### src/rtl/fpbd_pkg.sv
package fpbd_pkg;

	localparam int TABLE_ENTRIES = 32;
	localparam int TBL_AW = (TABLE_ENTRIES > 1) ? $clog2(TABLE_ENTRIES) : 1;
	localparam int QUEUE_DEPTH = 2;
	localparam int QUEUE_AW = (QUEUE_DEPTH > 1) ? $clog2(QUEUE_DEPTH) : 1;

	localparam int HDR_MIN_BYTES = 20;
	localparam logic [3:0] HDR_MIN_WORDS = 4'(HDR_MIN_BYTES / 4);
	localparam logic [3:0] IDLE_MAX = 4'hf;
	localparam logic [3:0] IDLE_LIMIT_RESET = 4'd10;

	localparam logic OP_PACKET = 1'b0;
	localparam logic OP_TICK = 1'b1;

	localparam logic KIND_STATUS = 1'b0;
	localparam logic KIND_SYMBOL = 1'b1;

	localparam logic [2:0] ST_COUNTED = 3'd0;
	localparam logic [2:0] ST_NEW_FLOW = 3'd1;
	localparam logic [2:0] ST_BAD_IP = 3'd2;
	localparam logic [2:0] ST_BAD_TCP = 3'd3;
	localparam logic [2:0] ST_TABLE_FULL = 3'd4;

	localparam logic [1:0] SYM_ZERO = 2'd0;
	localparam logic [1:0] SYM_ONE = 2'd1;
	localparam logic [1:0] SYM_IDLE = 2'd2;

	typedef enum logic {
		CFG_IDLE_LIMIT = 1'b0,
		CFG_START_PHASE = 1'b1
	} cfg_reg_t;

	typedef enum logic [1:0] {
		S_IDLE,
		S_EXEC,
		S_UPD,
		S_WALK
	} back_state_t;

	typedef struct packed {
		logic opcode;
		logic [31:0] src_address;
		logic [31:0] dst_address;
		logic [15:0] src_port;
		logic [15:0] dst_port;
		logic [15:0] frame_length;
		logic [2:0] hdr_status;
	} q_item_t;

endpackage

### src/rtl/fpbd_front.sv
module fpbd_front import fpbd_pkg::*; (
	input logic clk,
	input logic arst_n,
	input logic in_valid,
	output logic in_stall,
	input logic opcode,
	input logic [31:0] src_address,
	input logic [31:0] dst_address,
	input logic [15:0] src_port,
	input logic [15:0] dst_port,
	input logic [3:0] ip_header_words,
	input logic [3:0] tcp_header_words,
	input logic [15:0] frame_length,
	output logic q_valid,
	output q_item_t q_item,
	input logic q_pop
);

	q_item_t q_mem_q [QUEUE_DEPTH];
	logic [QUEUE_AW-1:0] wr_ptr_q;
	logic [QUEUE_AW-1:0] rd_ptr_q;
	logic [QUEUE_AW:0] count_q;
	q_item_t new_item;
	logic push;
	logic pop;

	always_comb begin
		new_item.opcode = opcode;
		new_item.src_address = src_address;
		new_item.dst_address = dst_address;
		new_item.src_port = src_port;
		new_item.dst_port = dst_port;
		new_item.frame_length = frame_length;
		if (ip_header_words < HDR_MIN_WORDS) begin
			new_item.hdr_status = ST_BAD_IP;
		end else if (tcp_header_words < HDR_MIN_WORDS) begin
			new_item.hdr_status = ST_BAD_TCP;
		end else begin
			new_item.hdr_status = ST_COUNTED;
		end
	end

	assign in_stall = (count_q == (QUEUE_AW+1)'(QUEUE_DEPTH));
	assign push = in_valid && !in_stall;
	assign q_valid = (count_q != '0);
	assign pop = q_pop && q_valid;
	assign q_item = q_mem_q[rd_ptr_q];

	always_ff @(posedge clk) begin
		if (push) begin
			q_mem_q[wr_ptr_q] <= new_item;
		end
	end

	always_ff @(posedge clk or negedge arst_n) begin
		if (!arst_n) begin
			wr_ptr_q <= '0;
			rd_ptr_q <= '0;
			count_q <= '0;
		end else begin
			if (push) begin
				wr_ptr_q <= (wr_ptr_q == QUEUE_AW'(QUEUE_DEPTH - 1)) ? '0 : wr_ptr_q + 1'b1;
			end
			if (pop) begin
				rd_ptr_q <= (rd_ptr_q == QUEUE_AW'(QUEUE_DEPTH - 1)) ? '0 : rd_ptr_q + 1'b1;
			end
			if (push && !pop) begin
				count_q <= count_q + 1'b1;
			end else if (pop && !push) begin
				count_q <= count_q - 1'b1;
			end
		end
	end

	a_no_overflow: assert property (@(posedge clk) disable iff (!arst_n)
		count_q <= (QUEUE_AW+1)'(QUEUE_DEPTH))
		else $error("queue count beyond depth");

endmodule

### config.mk
export PLATFORM = sky130hd
export DESIGN_NAME = fpbd_front
export DESIGN_NICKNAME = d
export VERILOG_FILES = /design/src/rtl/fpbd_pkg.sv /design/src/rtl/fpbd_front.sv
export SDC_FILE = /design/constraint.sdc
export NUM_CORES = 1
export LEC_CHECK = 0
export BUFFER_PORTS_ARGS = -buffer_cell sky130_fd_sc_hd__buf_2
export CAP_MARGIN = 0
export CORE_MARGIN = 5
export CORE_UTILIZATION = 50
export CTS_CLUSTER_DIAMETER = 60
export DETAILED_ROUTE_END_ITERATION = 8
export GPL_TIMING_DRIVEN = 0
export PLACE_DENSITY = 0.74
export SYNTH_ARGS = -nofsm -noshare
export SYNTH_HDL_FRONTEND = slang
export SYNTH_SLANG_ARGS = --single-unit
### constraint.sdc
create_clock -name clk -period 12.3 [get_ports clk]
set_input_delay 1.23 -clock clk [delete_from_list [all_inputs] [get_ports clk]]
set_output_delay 1.23 -clock clk [all_outputs]
set_load 0.03 [all_outputs]
==> flow_summary.ini <==
[status]
status = finished clean

[floorplan]
start_util_pct = 50.6
row_count = 48
core_um2 = 17200
dieArea_um2 = 20100
fp.dieW_um = 142
ios = 243
fp.dieH_um = 142

[cells_and_area]
nFillCells = 1214
multi_input_area_um2 = 1580
drive_gt1_share_pct = 61.6
regArea_um2 = 7010
area_growth_syn_to_layout_pct = 27.9
nets = 784

[sta]
fmaxAchievable_mhz = 320
rsz0062_at_grt = false
setup_ws_ns = 9.18
period_share_pct = 25.4
fin_crit_ns = 3.12
skew_ns = 0.0186
tightest_slew_ns = 0.787
slew_headroom_pct = 47.5
finalSetupViolations = 0
final-hold-violation-count = 0
tns_ns = 0
timing.final.max_slew_violations = 0

[placed_design]
io_buffers = 241
pre_cts_ws_ns = 9.47
gp_congestion = 0.775
hpwlAfterDp_mm = 12.1

[logic_synthesis]
ys_types = 19
yosys_register_bits = 234
synth_xor_area_share_pct = 0.504
synth_nets = 512
synth_compound_area_share_pct = 0.173
syn-cell-area_um2 = 8700
synth.area.mux_share_pct = 16.6
syn_avg_cell_area_um2 = 22.5
synth_top_family_by_area = multiplexers
synth_top_cell_area_share_pct = 79.4
ys_seq_area_share_pct = 80.6
syn-instance-count = 386
synth_top_cells_by_area = edfxtp_1 79%, mux2_2 9.7%, mux2_4 6.9%
synth_fa_ha_area_share_pct = 0.144
synthSimpleGateAreaFrac_pct = 0.547
yosysTopAreaCell = edfxtp_1
ys_warn_count = 0

[global_route]
overflow = 0
grt_max_degree = 62
grt_pass1_vias = 4975
antenna_found_initial = 3
grt_pass1_wl_mm = 26.3
grtUsageTotal_pct = 16.6

[critical_path]
path_class = reg -> out
required_ns = 11.07
startpoint_type = register
arrival_ns = 1.89
cpMostUsedCell = buf_6
cp_max_fo = 10
cp_slowest_cell = dfrtp_1
crit_path_max_incr_delay_ns = 0.34
end_kind = primary output
path_cells = buf_6 -> buf_6 -> buf_6 -> mux2_4 -> buf_2
r2r-start = count_q[0]
startpoint = rd_ptr_q

[clock_tree]
clk_pin_slew_ns = 0.06
post_cts_buffers = 0
cts_tree = built
cts_root_buffer = clkbuf_16
insertion_delay_ns = 0.50
hold_buffers = 0
cts_buffers = 24
clock_path_buffers = 3
clock_sinks = 234
cts_resized = 0
ctsHtreeMaxLevel = 1

[drt]
wire_per_inst_um = 19.2
drc = 0
routed_via_density = 5.01
first_pass_iters = 4
vias = 4510
drtIter0Drc = 123
wl_mm = 17.3
ant_nets = 0

[min_path]
holdCritPathClass = reg -> reg
hp-start = count_q[1]

[pwr]
power_density_nw_per_um2 = 267
p_leak_nw = 4.36
irDropWorstVdd_v = 0.000184

[flow_run]
drv_cap = 0
metal layers:
metal | track usage [%] | vias to the layer above | wire length (µm)
li1 | - | 2062 | -
met1 | 20.1 | 2193 | 6420
met2 | 28.4 | 222 | 8570
met4 | 4.19 | 6 | 307
met5 | 0 | - | 33
met3 | 6.07 | 27 | 1950
through the flow:
| step | hold slack, ns | total power [W] | utilization, % | cell area, µm² | instances |
|---|---|---|---|---|---|
| after floorplan | 0.456 | 0.00197 | - | 8700 | 386 |
| after global placement | 0.474 | 0.00226 | 59.3 | 10200 | 852 |
| after detailed placement | 0.509 | 0.00227 | 60.0 | 10300 | 857 |
| after CTS | 0.498 | 0.00301 | 64.7 | 11100 | 899 |
| after global routing | 0.510 | 0.00310 | 64.7 | 11100 | 899 |
| final | 0.518 | 0.00297 | 64.8 | 11100 | 900 |
layout by cell type, fill, tap and decap left out, types with 4 or more instances in the layout:
cell,count
buf_2,248
nand2_1,4
bufinv_16,4
clkbuf_16,25
buf_6,6
edfxtp_1,230
mux2_4,40
clkinv_2,7
dfrtp_1,4
mux2_2,75
cell usage after synthesis:
| master | n |
|---|---|
| edfxtp_1 | 230 |
| mux2_2 | 75 |
| mux2_4 | 40 |
| buf_2 | 7 |
| buf_6 | 6 |
| dfrtp_1 | 4 |
| nand2_1 | 4 |
| inv_1 | 3 |
| xnor2_1 | 3 |
| nand2b_1 | 2 |
| nor2_1 | 2 |
| o21ai_0 | 2 |
| xor2_1 | 2 |
| a21oi_1 | 1 |
| and3_1 | 1 |
| buf_4 | 1 |
| conb_1 | 1 |
| ha_1 | 1 |
| or2_2 | 1 |
area by class of cell:
class | instances | share of cell area [%]
Clock inverter | 14 | 1.54
Timing Repair Buffer | 246 | 11.9
Tap cell | 225 | 2.53
Inverter | 3 | 0.101
Antenna cell | 1 | 0.0225
Multi-Input combinational cell | 135 | 14.2
Sequential cell | 234 | 63.0
Clock buffer | 28 | 5.73
Buffer | 14 | 0.990
registers in the layout, indices dropped and copies added, names as in the netlist:
name / count
rd_ptr_q: 1
q_mem_q: 230
wr_ptr_q: 1
count_q: 2
cells by family after synthesis:
logic type	Yosys count
DFF	234
muxes	115
buffers and inverters	17
and+or+nand+nor	10
xor gates and xnor gates	5
AOI/OAI and AO/OA	3
adders and majority gates	1
other	1
critical path, delay by kind of cell (launching register included):
kind / cells / cell delay [ns]
flops: 1 / 0.34
buf+inv: 4 / 0.72
mux: 1 / 0.32
worst paths after layout:
path,endpoint,slack (ns),depth (start not counted)
min reg2reg,count_q[1],0.52,1
max in group asynchronous,rd_ptr_q,11.65,1
max reg2reg,q_mem_q[1][8],10.20,3
min in group asynchronous,count_q[0],0.53,1
max,q_item[61],9.18,5
min,count_q[1],0.52,1
power breakdown:
part           leakage, nW  internal, W  switching [W]
Clock                0.403     0.000453       0.000278
Combinational         1.77     0.000407       0.000702
Sequential            2.18      0.00109      0.0000431
Power figures use the tool's default switching activity.
